### src/rtl/core/ffba_pkg.sv
// ffba_pkg: shared constants and types of the first-fit block allocator
// no dependencies; used by first_fit_block_allocator

package ffba_pkg;

  localparam int MAX_BLOCKS  = 64;
  localparam int IDX_W       = $clog2(MAX_BLOCKS);
  localparam int CNT_W       = $clog2(MAX_BLOCKS + 1);
  localparam int OFF_W       = 25;
  localparam int ADDR_W      = 32;
  localparam int SIZE_W      = 24;
  localparam int HDR_W       = 8;
  localparam int ALIGN_BYTES = 8;

  localparam logic [OFF_W-1:0] ALIGN_MASK = OFF_W'(ALIGN_BYTES - 1);
  localparam logic [OFF_W-1:0] LIMIT_RST  = OFF_W'(1048576);
  localparam logic [HDR_W-1:0] HDR_RST    = HDR_W'(32);

  // register indexes of the configuration port
  localparam logic [1:0] REG_HEAP_BASE    = 2'd0;
  localparam logic [1:0] REG_HEAP_LIMIT   = 2'd1;
  localparam logic [1:0] REG_HEADER_BYTES = 2'd2;

  localparam logic OP_ALLOC = 1'b0;
  localparam logic OP_FREE  = 1'b1;

  localparam logic [1:0] ST_OK      = 2'd0;
  localparam logic [1:0] ST_ZERO    = 2'd1;
  localparam logic [1:0] ST_NOSPACE = 2'd2;
  localparam logic [1:0] ST_BADFREE = 2'd3;

  typedef struct packed {
    logic [OFF_W-1:0] start;
    logic [OFF_W-1:0] length;
    logic             is_free;
  } entry_t;

  localparam int ENTRY_W = $bits(entry_t);

endpackage

### src/rtl/core/ffba_ram.sv
// ffba_ram: generic single-write, single-read RAM with registered read data
// no dependencies

module ffba_ram #(
  parameter int WIDTH = 8,
  parameter int DEPTH = 16
) (
  input  logic                     clk_i,
  input  logic                     we_i,
  input  logic [$clog2(DEPTH)-1:0] waddr_i,
  input  logic [WIDTH-1:0]         wdata_i,
  input  logic                     re_i,
  input  logic [$clog2(DEPTH)-1:0] raddr_i,
  output logic [WIDTH-1:0]         rdata_o
);

  logic [WIDTH-1:0] mem_q [DEPTH];
  logic [WIDTH-1:0] rdata_q;

  always_ff @(posedge clk_i) begin
    if (we_i) begin
      mem_q[waddr_i] <= wdata_i;
    end
    if (re_i) begin
      rdata_q <= mem_q[raddr_i];
    end
  end

  assign rdata_o = rdata_q;

endmodule

### src/rtl/core/first_fit_block_allocator.sv
// first_fit_block_allocator: top level, block table walk and append logic
// depends on ffba_pkg and ffba_ram
//
// usage: one input word per request. op_i selects allocate (request_size_i)
// or free (user_address_i). every request yields exactly one result word
// with granted_address_o and status_o. both channels use valid/stall; a word
// moves at an edge with valid high and stall low.
// configuration: cfg_valid_i/cfg_ready_o with cfg_index_i and cfg_data_i;
// ready is always high. write only while no request is in flight.
// walk: a request walks the block table one entry per cycle out of a
// single RAM with registered read data; an allocate that finds no fitting
// entry then takes the append step, and every request ends with the output
// load. zero size, free of address zero and any request on an empty table
// skip the walk.
// throughput: one request at a time; the next request is taken in the
// cycle after the result is loaded. in_stall_o is high while a request
// is being worked on.
// a finished result sits in the output register; a new request is taken
// while it waits. if the receiver stalls, the next result waits inside.
// reset: table count and break pointer clear at once, no clearing pass;
// the registers take their reset values.

module first_fit_block_allocator (
  input  logic        clk_i,
  input  logic        rst_ni,

  input  logic        cfg_valid_i,
  output logic        cfg_ready_o,
  input  logic [1:0]  cfg_index_i,
  input  logic [31:0] cfg_data_i,

  input  logic        in_valid_i,
  output logic        in_stall_o,
  input  logic        op_i,
  input  logic [23:0] request_size_i,
  input  logic [31:0] user_address_i,

  output logic        out_valid_o,
  input  logic        out_stall_i,
  output logic [31:0] granted_address_o,
  output logic [1:0]  status_o
);

  typedef enum logic [3:0] {
    S_IDLE = 4'b0001,
    S_SCAN = 4'b0010,
    S_TAIL = 4'b0100,
    S_DONE = 4'b1000
  } state_e;

  localparam int OFF_W  = ffba_pkg::OFF_W;
  localparam int ADDR_W = ffba_pkg::ADDR_W;
  localparam int CNT_W  = ffba_pkg::CNT_W;
  localparam int IDX_W  = ffba_pkg::IDX_W;
  localparam int HDR_W  = ffba_pkg::HDR_W;
  localparam int END_W  = OFF_W + 2;

  state_e state_q, state_d;

  logic [ADDR_W-1:0] heap_base_q;
  logic [OFF_W-1:0]  heap_limit_q;
  logic [HDR_W-1:0]  header_bytes_q;

  logic [CNT_W-1:0]  count_q, count_d;
  logic [OFF_W-1:0]  break_q, break_d;

  logic              op_q, op_d;
  logic [OFF_W-1:0]  size_q, size_d;
  logic [ADDR_W-1:0] addr_q, addr_d;

  logic [CNT_W-1:0]  rd_ptr_q, rd_ptr_d;
  logic              chk_vld_q, chk_vld_d;
  logic [CNT_W-1:0]  chk_idx_q, chk_idx_d;

  logic [ADDR_W-1:0] res_addr_q, res_addr_d;
  logic [1:0]        res_status_q, res_status_d;

  logic              out_valid_q, out_valid_d;
  logic [ADDR_W-1:0] out_addr_q, out_addr_d;
  logic [1:0]        out_status_q, out_status_d;

  logic                  ram_we, ram_re;
  logic [IDX_W-1:0]      ram_waddr;
  ffba_pkg::entry_t      ram_wentry, ram_rentry;
  logic [ffba_pkg::ENTRY_W-1:0] ram_rdata;

  logic              in_fire, out_fire, out_free;
  logic [OFF_W-1:0]  size_rounded;
  logic [ADDR_W-1:0] entry_uaddr;
  logic              entry_hit;
  logic              last_chk;
  logic [END_W-1:0]  tail_hdr, tail_end;
  logic [OFF_W-1:0]  tail_start;
  logic              tail_fail;

  assign cfg_ready_o = 1'b1;

  assign in_stall_o = (state_q != S_IDLE);
  assign in_fire    = in_valid_i && !in_stall_o;
  assign out_fire   = out_valid_q && !out_stall_i;
  assign out_free   = !out_valid_q || !out_stall_i;

  // round up to the alignment, 24-bit request never overflows 25 bits
  assign size_rounded = (OFF_W'(request_size_i) + ffba_pkg::ALIGN_MASK) & ~ffba_pkg::ALIGN_MASK;

  assign ram_rentry  = ffba_pkg::entry_t'(ram_rdata);
  assign entry_uaddr = heap_base_q + ADDR_W'(ram_rentry.start);
  assign entry_hit   = chk_vld_q && ((op_q == ffba_pkg::OP_ALLOC)
                     ? (ram_rentry.is_free && (ram_rentry.length >= size_q))
                     : (entry_uaddr == addr_q));
  assign last_chk    = chk_vld_q && (chk_idx_q == count_q - CNT_W'(1));

  assign tail_hdr   = END_W'(break_q) + END_W'(header_bytes_q);
  assign tail_end   = tail_hdr + END_W'(size_q);
  assign tail_start = tail_hdr[OFF_W-1:0];
  assign tail_fail  = (count_q == CNT_W'(ffba_pkg::MAX_BLOCKS))
                   || (tail_end > END_W'(heap_limit_q));

  assign ram_re = (state_q == S_SCAN) && (rd_ptr_q < count_q);

  always_comb begin
    state_d      = state_q;
    count_d      = count_q;
    break_d      = break_q;
    op_d         = op_q;
    size_d       = size_q;
    addr_d       = addr_q;
    rd_ptr_d     = rd_ptr_q;
    chk_vld_d    = 1'b0;
    chk_idx_d    = chk_idx_q;
    res_addr_d   = res_addr_q;
    res_status_d = res_status_q;
    ram_we       = 1'b0;
    ram_waddr    = chk_idx_q[IDX_W-1:0];
    ram_wentry   = ram_rentry;

    out_valid_d  = out_fire ? 1'b0 : out_valid_q;
    out_addr_d   = out_addr_q;
    out_status_d = out_status_q;

    case (state_q)
      S_IDLE: begin
        if (in_fire) begin
          op_d       = op_i;
          size_d     = size_rounded;
          addr_d     = user_address_i;
          rd_ptr_d   = '0;
          res_addr_d = '0;
          if (op_i == ffba_pkg::OP_ALLOC && request_size_i == '0) begin
            res_status_d = ffba_pkg::ST_ZERO;
            state_d      = S_DONE;
          end else if (op_i == ffba_pkg::OP_FREE && user_address_i == '0) begin
            res_status_d = ffba_pkg::ST_OK;
            state_d      = S_DONE;
          end else if (count_q == '0) begin
            if (op_i == ffba_pkg::OP_ALLOC) begin
              state_d = S_TAIL;
            end else begin
              res_status_d = ffba_pkg::ST_BADFREE;
              state_d      = S_DONE;
            end
          end else begin
            state_d = S_SCAN;
          end
        end
      end
      S_SCAN: begin
        // read of entry rd_ptr issued now, entry chk_idx checked from RAM data
        if (ram_re) begin
          rd_ptr_d  = rd_ptr_q + CNT_W'(1);
          chk_vld_d = 1'b1;
          chk_idx_d = rd_ptr_q;
        end
        if (entry_hit) begin
          chk_vld_d          = 1'b0;
          ram_we             = 1'b1;
          ram_wentry.is_free = (op_q == ffba_pkg::OP_FREE);
          res_addr_d         = (op_q == ffba_pkg::OP_ALLOC) ? entry_uaddr : '0;
          res_status_d       = ffba_pkg::ST_OK;
          state_d            = S_DONE;
        end else if (last_chk) begin
          chk_vld_d = 1'b0;
          if (op_q == ffba_pkg::OP_ALLOC) begin
            state_d = S_TAIL;
          end else begin
            res_status_d = ffba_pkg::ST_BADFREE;
            state_d      = S_DONE;
          end
        end
      end
      S_TAIL: begin
        if (tail_fail) begin
          res_status_d = ffba_pkg::ST_NOSPACE;
        end else begin
          ram_we             = 1'b1;
          ram_waddr          = count_q[IDX_W-1:0];
          ram_wentry.start   = tail_start;
          ram_wentry.length  = size_q;
          ram_wentry.is_free = 1'b0;
          count_d            = count_q + CNT_W'(1);
          break_d            = tail_end[OFF_W-1:0];
          res_addr_d         = heap_base_q + ADDR_W'(tail_start);
          res_status_d       = ffba_pkg::ST_OK;
        end
        state_d = S_DONE;
      end
      S_DONE: begin
        if (out_free) begin
          out_valid_d  = 1'b1;
          out_addr_d   = res_addr_q;
          out_status_d = res_status_q;
          state_d      = S_IDLE;
        end
      end
      default: begin
        state_d = S_IDLE;
      end
    endcase
  end

  always_ff @(posedge clk_i or negedge rst_ni) begin
    if (!rst_ni) begin
      state_q        <= S_IDLE;
      heap_base_q    <= '0;
      heap_limit_q   <= ffba_pkg::LIMIT_RST;
      header_bytes_q <= ffba_pkg::HDR_RST;
      count_q        <= '0;
      break_q        <= '0;
      rd_ptr_q       <= '0;
      chk_vld_q      <= 1'b0;
      out_valid_q    <= 1'b0;
    end else begin
      state_q     <= state_d;
      count_q     <= count_d;
      break_q     <= break_d;
      rd_ptr_q    <= rd_ptr_d;
      chk_vld_q   <= chk_vld_d;
      out_valid_q <= out_valid_d;
      if (cfg_valid_i && cfg_ready_o) begin
        case (cfg_index_i)
          ffba_pkg::REG_HEAP_BASE:    heap_base_q    <= cfg_data_i;
          ffba_pkg::REG_HEAP_LIMIT:   heap_limit_q   <= cfg_data_i[OFF_W-1:0];
          ffba_pkg::REG_HEADER_BYTES: header_bytes_q <= cfg_data_i[HDR_W-1:0];
          default: ;
        endcase
      end
    end
  end

  always_ff @(posedge clk_i) begin
    op_q         <= op_d;
    size_q       <= size_d;
    addr_q       <= addr_d;
    chk_idx_q    <= chk_idx_d;
    res_addr_q   <= res_addr_d;
    res_status_q <= res_status_d;
    out_addr_q   <= out_addr_d;
    out_status_q <= out_status_d;
  end

  ffba_ram #(
    .WIDTH (ffba_pkg::ENTRY_W),
    .DEPTH (ffba_pkg::MAX_BLOCKS)
  ) u_table (
    .clk_i   (clk_i),
    .we_i    (ram_we),
    .waddr_i (ram_waddr),
    .wdata_i (ram_wentry),
    .re_i    (ram_re),
    .raddr_i (rd_ptr_q[IDX_W-1:0]),
    .rdata_o (ram_rdata)
  );

  assign out_valid_o       = out_valid_q;
  assign granted_address_o = out_addr_q;
  assign status_o          = out_status_q;

  a_count_bound: assert property (@(posedge clk_i) disable iff (!rst_ni)
    count_q <= CNT_W'(ffba_pkg::MAX_BLOCKS))
    else $error("block count beyond table depth");

  a_count_step: assert property (@(posedge clk_i) disable iff (!rst_ni)
    1'b1 |=> (count_q == $past(count_q)) || (count_q == $past(count_q) + CNT_W'(1)))
    else $error("block count moved by more than one");

  a_break_grows: assert property (@(posedge clk_i) disable iff (!rst_ni)
    1'b1 |=> break_q >= $past(break_q))
    else $error("break pointer went backwards");

  a_we_states: assert property (@(posedge clk_i) disable iff (!rst_ni)
    ram_we |-> (state_q == S_SCAN) || (state_q == S_TAIL))
    else $error("table written outside walk or append");

  a_err_addr_zero: assert property (@(posedge clk_i) disable iff (!rst_ni)
    out_valid_o && (status_o != ffba_pkg::ST_OK) |-> granted_address_o == '0)
    else $error("failed request carries an address");

endmodule
### config.mk
export PLATFORM = sky130hd
export DESIGN_NAME = first_fit_block_allocator
export DESIGN_NICKNAME = d
export VERILOG_FILES = /design/src/rtl/core/ffba_pkg.sv /design/src/rtl/core/ffba_ram.sv /design/src/rtl/core/first_fit_block_allocator.sv
export SDC_FILE = /design/constraint.sdc
export NUM_CORES = 2
export LEC_CHECK = 0
export BUFFER_PORTS_ARGS = -buffer_cell sky130_fd_sc_hd__buf_4
export CAP_MARGIN = 20
export CORE_MARGIN = 1
export CORE_UTILIZATION = 63
export CTS_CLUSTER_DIAMETER = 120
export DETAILED_ROUTE_END_ITERATION = 10
export GPL_ROUTABILITY_DRIVEN = 0
export PLACE_DENSITY = 0.77
export SYNTH_ARGS = -nofsm -noshare
export SYNTH_HDL_FRONTEND = slang
export SYNTH_SLANG_ARGS = --single-unit
### constraint.sdc
create_clock -name clk_i -period 13.8 [get_ports clk_i]
set_clock_uncertainty 0.1 [all_clocks]
set_input_delay 2.76 -clock clk_i [delete_from_list [all_inputs] [get_ports clk_i]]
set_output_delay 2.76 -clock clk_i [all_outputs]
set_load 0.01 [all_outputs]
==> report_table.html <==
<table>
<tr><th>Metric</th><th>Value</th></tr>
<tr><th colspan="2">Status</th></tr>
<tr><td>Result of the run</td><td>complete, but fails checks</td></tr>
<tr><td>Violated checks</td><td>design-rule violations</td></tr>
<tr><th colspan="2">Setup path</th></tr>
<tr><td>Reg-to-reg endpoint</td><td>u_table.mem_q[20][23]</td></tr>
<tr><td>Critical Path RT</td><td>14280 ps</td></tr>
<tr><td>Most prevalent standard cell on the critical path</td><td>sky130_fd_sc_hd__a21oi_1</td></tr>
<tr><td>Slack of the worst reg-to-reg path</td><td>~3600 ps</td></tr>
<tr><td>Highest net fanout along the worst path</td><td>58</td></tr>
<tr><td>Kind of launch point of the worst setup path</td><td>flop</td></tr>
<tr><td>Critical path endpoint category</td><td>flop</td></tr>
<tr><td>Longest individual stage delay on the worst path</td><td>between 800 and 900 ps</td></tr>
<tr><td>Worst reg2reg path depth</td><td>33</td></tr>
<tr><td>Highest-delay cell along the critical path</td><td>sky130_fd_sc_hd__and2_4</td></tr>
<tr><td>Worst reg2reg path startpoint</td><td>header_bytes_q[0]</td></tr>
<tr><td>Critical Path AT</td><td>10670 ps</td></tr>
<tr><td>Category of the critical setup timing path</td><td>reg -&gt; reg</td></tr>
<tr><th colspan="2">Global route</th></tr>
<tr><td>Overflow left after global routing</td><td>0</td></tr>
<tr><td>Number of global-route vias before repair</td><td>roughly 75000</td></tr>
<tr><td>GRT Overall Usage</td><td>0.363</td></tr>
<tr><td>Initial antenna violation count</td><td>48</td></tr>
<tr><td>First-pass GRT wire length</td><td>575000 um</td></tr>
<tr><td>Pin count of the biggest net entering global routing</td><td>~140</td></tr>
<tr><th colspan="2">Clock network</th></tr>
<tr><td>Longest Clk Path Bufs</td><td>4</td></tr>
<tr><td>Clock sinks</td><td>around 3600</td></tr>
<tr><td>CTS tree</td><td>built</td></tr>
<tr><td>Quantity of gates resized following cts</td><td>0</td></tr>
<tr><td>TritonCTS Buffers</td><td>354</td></tr>
<tr><td>Root Driver</td><td>sky130_fd_sc_hd__clkbuf_16</td></tr>
<tr><td>Hold buffers post-CTS</td><td>0</td></tr>
<tr><td>Clock latency of the later-clocked register in the worst-skew pair</td><td>approximately 1000 ps</td></tr>
<tr><td>Clock slew seen by the registers of the worst setup and hold paths</td><td>about 60 ps</td></tr>
<tr><td>Setup repair bufs after CTS</td><td>0</td></tr>
<tr><td>Total number of H-tree levels</td><td>5</td></tr>
<tr><th colspan="2">Synth</th></tr>
<tr><td>Synthesis-stage register bit count</td><td>3555</td></tr>
<tr><td>Number of synthesized flops with an enable pin</td><td>3445</td></tr>
<tr><td>Synthesized area</td><td>roughly 140000 sq um</td></tr>
<tr><td>Cell variety after synth</td><td>100</td></tr>
<tr><td>Portion of synthesized cell area occupied by the leading cell type</td><td>0.729</td></tr>
<tr><td>Top area cells in the synthesized netlist</td><td>sky130_fd_sc_hd__edfxtp_1, sky130_fd_sc_hd__mux4_2, sky130_fd_sc_hd__dfrtp_1, sky130_fd_sc_hd__ha_1, sky130_fd_sc_hd__mux2_2</td></tr>
<tr><td>Synthesized area per cell</td><td>~22 sq um</td></tr>
<tr><td>Share of synthesized flip-flops with an asynchronous set or reset</td><td>0.0309</td></tr>
<tr><td>Cell type with the highest aggregate area in the netlist</td><td>sky130_fd_sc_hd__edfxtp_1</td></tr>
<tr><td>Gate count after technology mapping</td><td>roughly 6400</td></tr>
<tr><td>Proportion of synthesized chip area in sequential cells</td><td>0.748</td></tr>
<tr><td>Synthesized netlist net count</td><td>6600</td></tr>
<tr><td>Top_reg_cell synth</td><td>sky130_fd_sc_hd__edfxtp_1</td></tr>
<tr><td>Number of warnings printed during yosys synthesis</td><td>0</td></tr>
<tr><th colspan="2">Cells and area</th></tr>
<tr><td># fillers</td><td>about 12000</td></tr>
<tr><td>Design area</td><td>159000 sq um</td></tr>
<tr><td>Number of nets in the final layout</td><td>approximately 7000</td></tr>
<tr><td>Most common cell after layout, fill and taps aside</td><td>sky130_fd_sc_hd__edfxtp_1</td></tr>
<tr><td>Finished Layout Cells</td><td>about 10000</td></tr>
<tr><td>Core Util, Final</td><td>0.710</td></tr>
<tr><td>Layout overhead on the synthesized area</td><td>11.7%</td></tr>
<tr><td>Fraction of layout cells with a size suffix above 1</td><td>0.305</td></tr>
<tr><td>Commonest cells after routing, fill and taps aside</td><td>sky130_fd_sc_hd__edfxtp_1, sky130_fd_sc_hd__mux4_2, sky130_fd_sc_hd__clkbuf_16, sky130_fd_sc_hd__buf_4, sky130_fd_sc_hd__ha_1</td></tr>
<tr><th colspan="2">Timing</th></tr>
<tr><td>Portion of the clock cycle consumed by the worst path in the final layout</td><td>0.738</td></tr>
<tr><td>Accumulated negative setup slack</td><td>0 ps</td></tr>
<tr><td>Final Critical Period</td><td>10190 ps</td></tr>
<tr><td>Unrepaired setup endpoints after global routing</td><td>false</td></tr>
<tr><td>Setup violation total in the final timing report</td><td>0</td></tr>
<tr><td>Highest clock frequency the design can meet</td><td>slightly below 100 MHz</td></tr>
<tr><td>Worst slack on hold paths</td><td>316 ps</td></tr>
<tr><td>Worst rel slew slack</td><td>0.176</td></tr>
<tr><td>Pins Over Slew Limit</td><td>0</td></tr>
<tr><td>Transition time at the pin with the least slew margin</td><td>1240 ps</td></tr>
<tr><td>Hold Fails Final Rpt</td><td>0</td></tr>
<tr><td>Worst path setup slack after routing</td><td>between 3000 and 4000 ps</td></tr>
<tr><th colspan="2">Floorplan</th></tr>
<tr><td>Rows</td><td>~170</td></tr>
<tr><td>Initial Utilization</td><td>0.636</td></tr>
<tr><td>Floorplan die width</td><td>between 400 and 500 um</td></tr>
<tr><td># IOs</td><td>roughly 130</td></tr>
<tr><td>Die Span Y</td><td>around 480 um</td></tr>
<tr><td>Area of the core region</td><td>approximately 220000 sq um</td></tr>
<tr><td>Total Die Area</td><td>roughly 230000 sq um</td></tr>
<tr><th colspan="2">Drt</th></tr>
<tr><td>Per-cell routed wire length</td><td>41.1 um</td></tr>
<tr><td>WL final</td><td>a little over 400000 um</td></tr>
<tr><td>Mean number of vias per cell</td><td>between 7 and 8</td></tr>
<tr><td>Number of search-and-repair iterations in the first detailed-routing pass</td><td>11</td></tr>
<tr><td>Violation count after the first detailed-route iteration</td><td>about 13000</td></tr>
<tr><td>Routed via count</td><td>~76000</td></tr>
<tr><td>Post-route ant nets</td><td>0</td></tr>
<tr><td>Number of design rule violations left after detail routing</td><td>3</td></tr>
<tr><th colspan="2">Hold path</th></tr>
<tr><td>Count of cells along the worst hold path</td><td>0</td></tr>
<tr><td>Launch point of the worst hold path</td><td>res_addr_q[31]</td></tr>
<tr><td>Path class of the lowest-slack min-delay path</td><td>reg -&gt; reg</td></tr>
<tr><td>Worst hold path endpoint</td><td>granted_address_o[31]</td></tr>
<tr><th colspan="2">Power</th></tr>
<tr><td>Combinational power share</td><td>0.210</td></tr>
<tr><td>Share of power burned in registers</td><td>0.454</td></tr>
<tr><td>Power per cell area</td><td>~180 nW/um^2</td></tr>
<tr><td>Proportion of total power due to net switching</td><td>0.279</td></tr>
<tr><td>Internal power consumption</td><td>~20 mW</td></tr>
<tr><td>Design Power</td><td>about 28 mW</td></tr>
<tr><td>NetSw</td><td>just under 8 mW</td></tr>
<tr><td>Clock power share</td><td>0.335</td></tr>
<tr><td>Worst vdd rail ir drop</td><td>roughly 0.14 mV</td></tr>
<tr><td>Cell leakage power</td><td>around 49 nW</td></tr>
<tr><th colspan="2">Placed design</th></tr>
<tr><td>Cell Count Post-Placement</td><td>between 9000 and 10000</td></tr>
<tr><td>Count of buffers inserted at the top-level ports</td><td>around 130</td></tr>
<tr><td>HPWL after detailed placement</td><td>about 210000 um</td></tr>
<tr><td>Worst slack after detailed placement</td><td>4000 ps</td></tr>
<tr><td>Post-place instance area</td><td>approximately 150000 sq um</td></tr>
<tr><th colspan="2">Job</th></tr>
<tr><td>Reported max-cap violation count</td><td>0</td></tr>
</table>
power groups by stage:
stage | registers, mW | clock network [mW] | logic, mW
3_3_place_gp | 12.9 | 0 | 5.54
5_1_grt | 12.7 | 9.78 | 6.20
2_1_floorplan | 12.8 | 0 | 4.05
6_report | 12.7 | 9.38 | 5.88
4_1_cts | 12.7 | 9.41 | 5.79
3_5_place_dp | 12.9 | 0 | 5.65
Yosys cell counts, types with 15 or more instances:
cell type	n
sky130_fd_sc_hd__a21o_1	40
sky130_fd_sc_hd__a31oi_1	17
sky130_fd_sc_hd__o21ai_0	84
sky130_fd_sc_hd__edfxtp_1	3445
sky130_fd_sc_hd__a21oi_1	104
sky130_fd_sc_hd__mux4_2	1071
sky130_fd_sc_hd__nand3_1	42
sky130_fd_sc_hd__xnor2_1	86
sky130_fd_sc_hd__buf_1	90
sky130_fd_sc_hd__nor4_1	21
sky130_fd_sc_hd__nor3_1	102
sky130_fd_sc_hd__nand2b_1	22
sky130_fd_sc_hd__ha_1	138
sky130_fd_sc_hd__clkbuf_1	176
sky130_fd_sc_hd__nand2_1	111
sky130_fd_sc_hd__nor2b_1	15
sky130_fd_sc_hd__nand4_1	31
sky130_fd_sc_hd__dfrtp_1	107
sky130_fd_sc_hd__nor2_1	83
sky130_fd_sc_hd__xor2_1	58
sky130_fd_sc_hd__o22ai_1	20
sky130_fd_sc_hd__o21a_1	18
sky130_fd_sc_hd__buf_2	17
sky130_fd_sc_hd__inv_1	79
sky130_fd_sc_hd__mux2_2	134
how the worst max path moves through the flow:
stage / from / endpoint / slack, ps / cells after the start
after floorplan: header_bytes_q[0] / u_table.mem_q[0][0] / 3550 / 32
after global placement: header_bytes_q[0] / u_table.mem_q[20][23] / 4140 / 33
after detailed placement: header_bytes_q[0] / u_table.mem_q[20][17] / 4000 / 33
after CTS: header_bytes_q[0] / u_table.mem_q[20][22] / 3820 / 33
after global routing: header_bytes_q[0] / u_table.mem_q[23][16] / 3290 / 33
final: header_bytes_q[0] / u_table.mem_q[20][23] / 3610 / 33
state kept, by name, summed over array words and instances, names as in the netlist, 7 cells and up:
signal,flops
header_bytes_q,8
heap_limit_q,25
chk_idx_q,7
rd_ptr_q,7
size_q,22
heap_base_q,32
u_table.mem_q,3264
res_addr_q,32
addr_q,32
count_q,7
break_q,25
granted_address_o,32
u_table.rdata_o,51
routing by layer:
| layer | up-vias | track usage | share of wire |
|---|---|---|---|
| li1 | 27858 | - | - |
| met1 | 39108 | 0.479 | 0.33 |
| met2 | 7329 | 0.568 | 0.47 |
| met3 | 1483 | 0.106 | 0.14 |
| met4 | 46 | 0.164 | 0.057 |
| met5 | - | 0 | 0.00096 |
final cells by class:
class / instances / area (sq um) / area share
clock inverter: 181 / 1530 / 0.00964
multi-input combinational: 2423 / 34600 / 0.218
inverter: 79 / 299 / 0.00189
antenna: 28 / 70.1 / 0.000442
tap: 2975 / 3720 / 0.0235
clock buffer: 436 / 9320 / 0.0588
timing repair buffer: 352 / 2800 / 0.0177
sequential: 3555 / 106000 / 0.670
critical path, delay by kind of cell, from the launching register on:
| kind | cells | cell delay, ps |
|---|---|---|
| multiplexers | 1 | 460 |
| AND/OR/NAND/NOR | 5 | 1830 |
| flip-flops | 1 | 380 |
| XOR/XNOR | 2 | 480 |
| AO/OA/AOI/OAI | 19 | 3930 |
| buffers and inverters | 2 | 1150 |
| adder cells (fa/ha/maj) | 4 | 1320 |
cells by family (layout without fill, tap and decap cells):
logic type | after synthesis | after routing | synth area share
multiplexers | 1208 | 1208 | 0.181
AND/OR/NAND/NOR | 520 | 520 | 0.0192
AO/OA/AOI/OAI | 405 | 405 | 0.0187
other | 1 | 29 | 0.0000264
buffers and inverters | 384 | 1048 | 0.0114
XOR/XNOR | 147 | 147 | 0.00938
adder cells (fa/ha/maj) | 142 | 142 | 0.0127
flip-flops | 3555 | 3555 | 0.748
No activity file was read; power rests on OpenSTA's default activity.
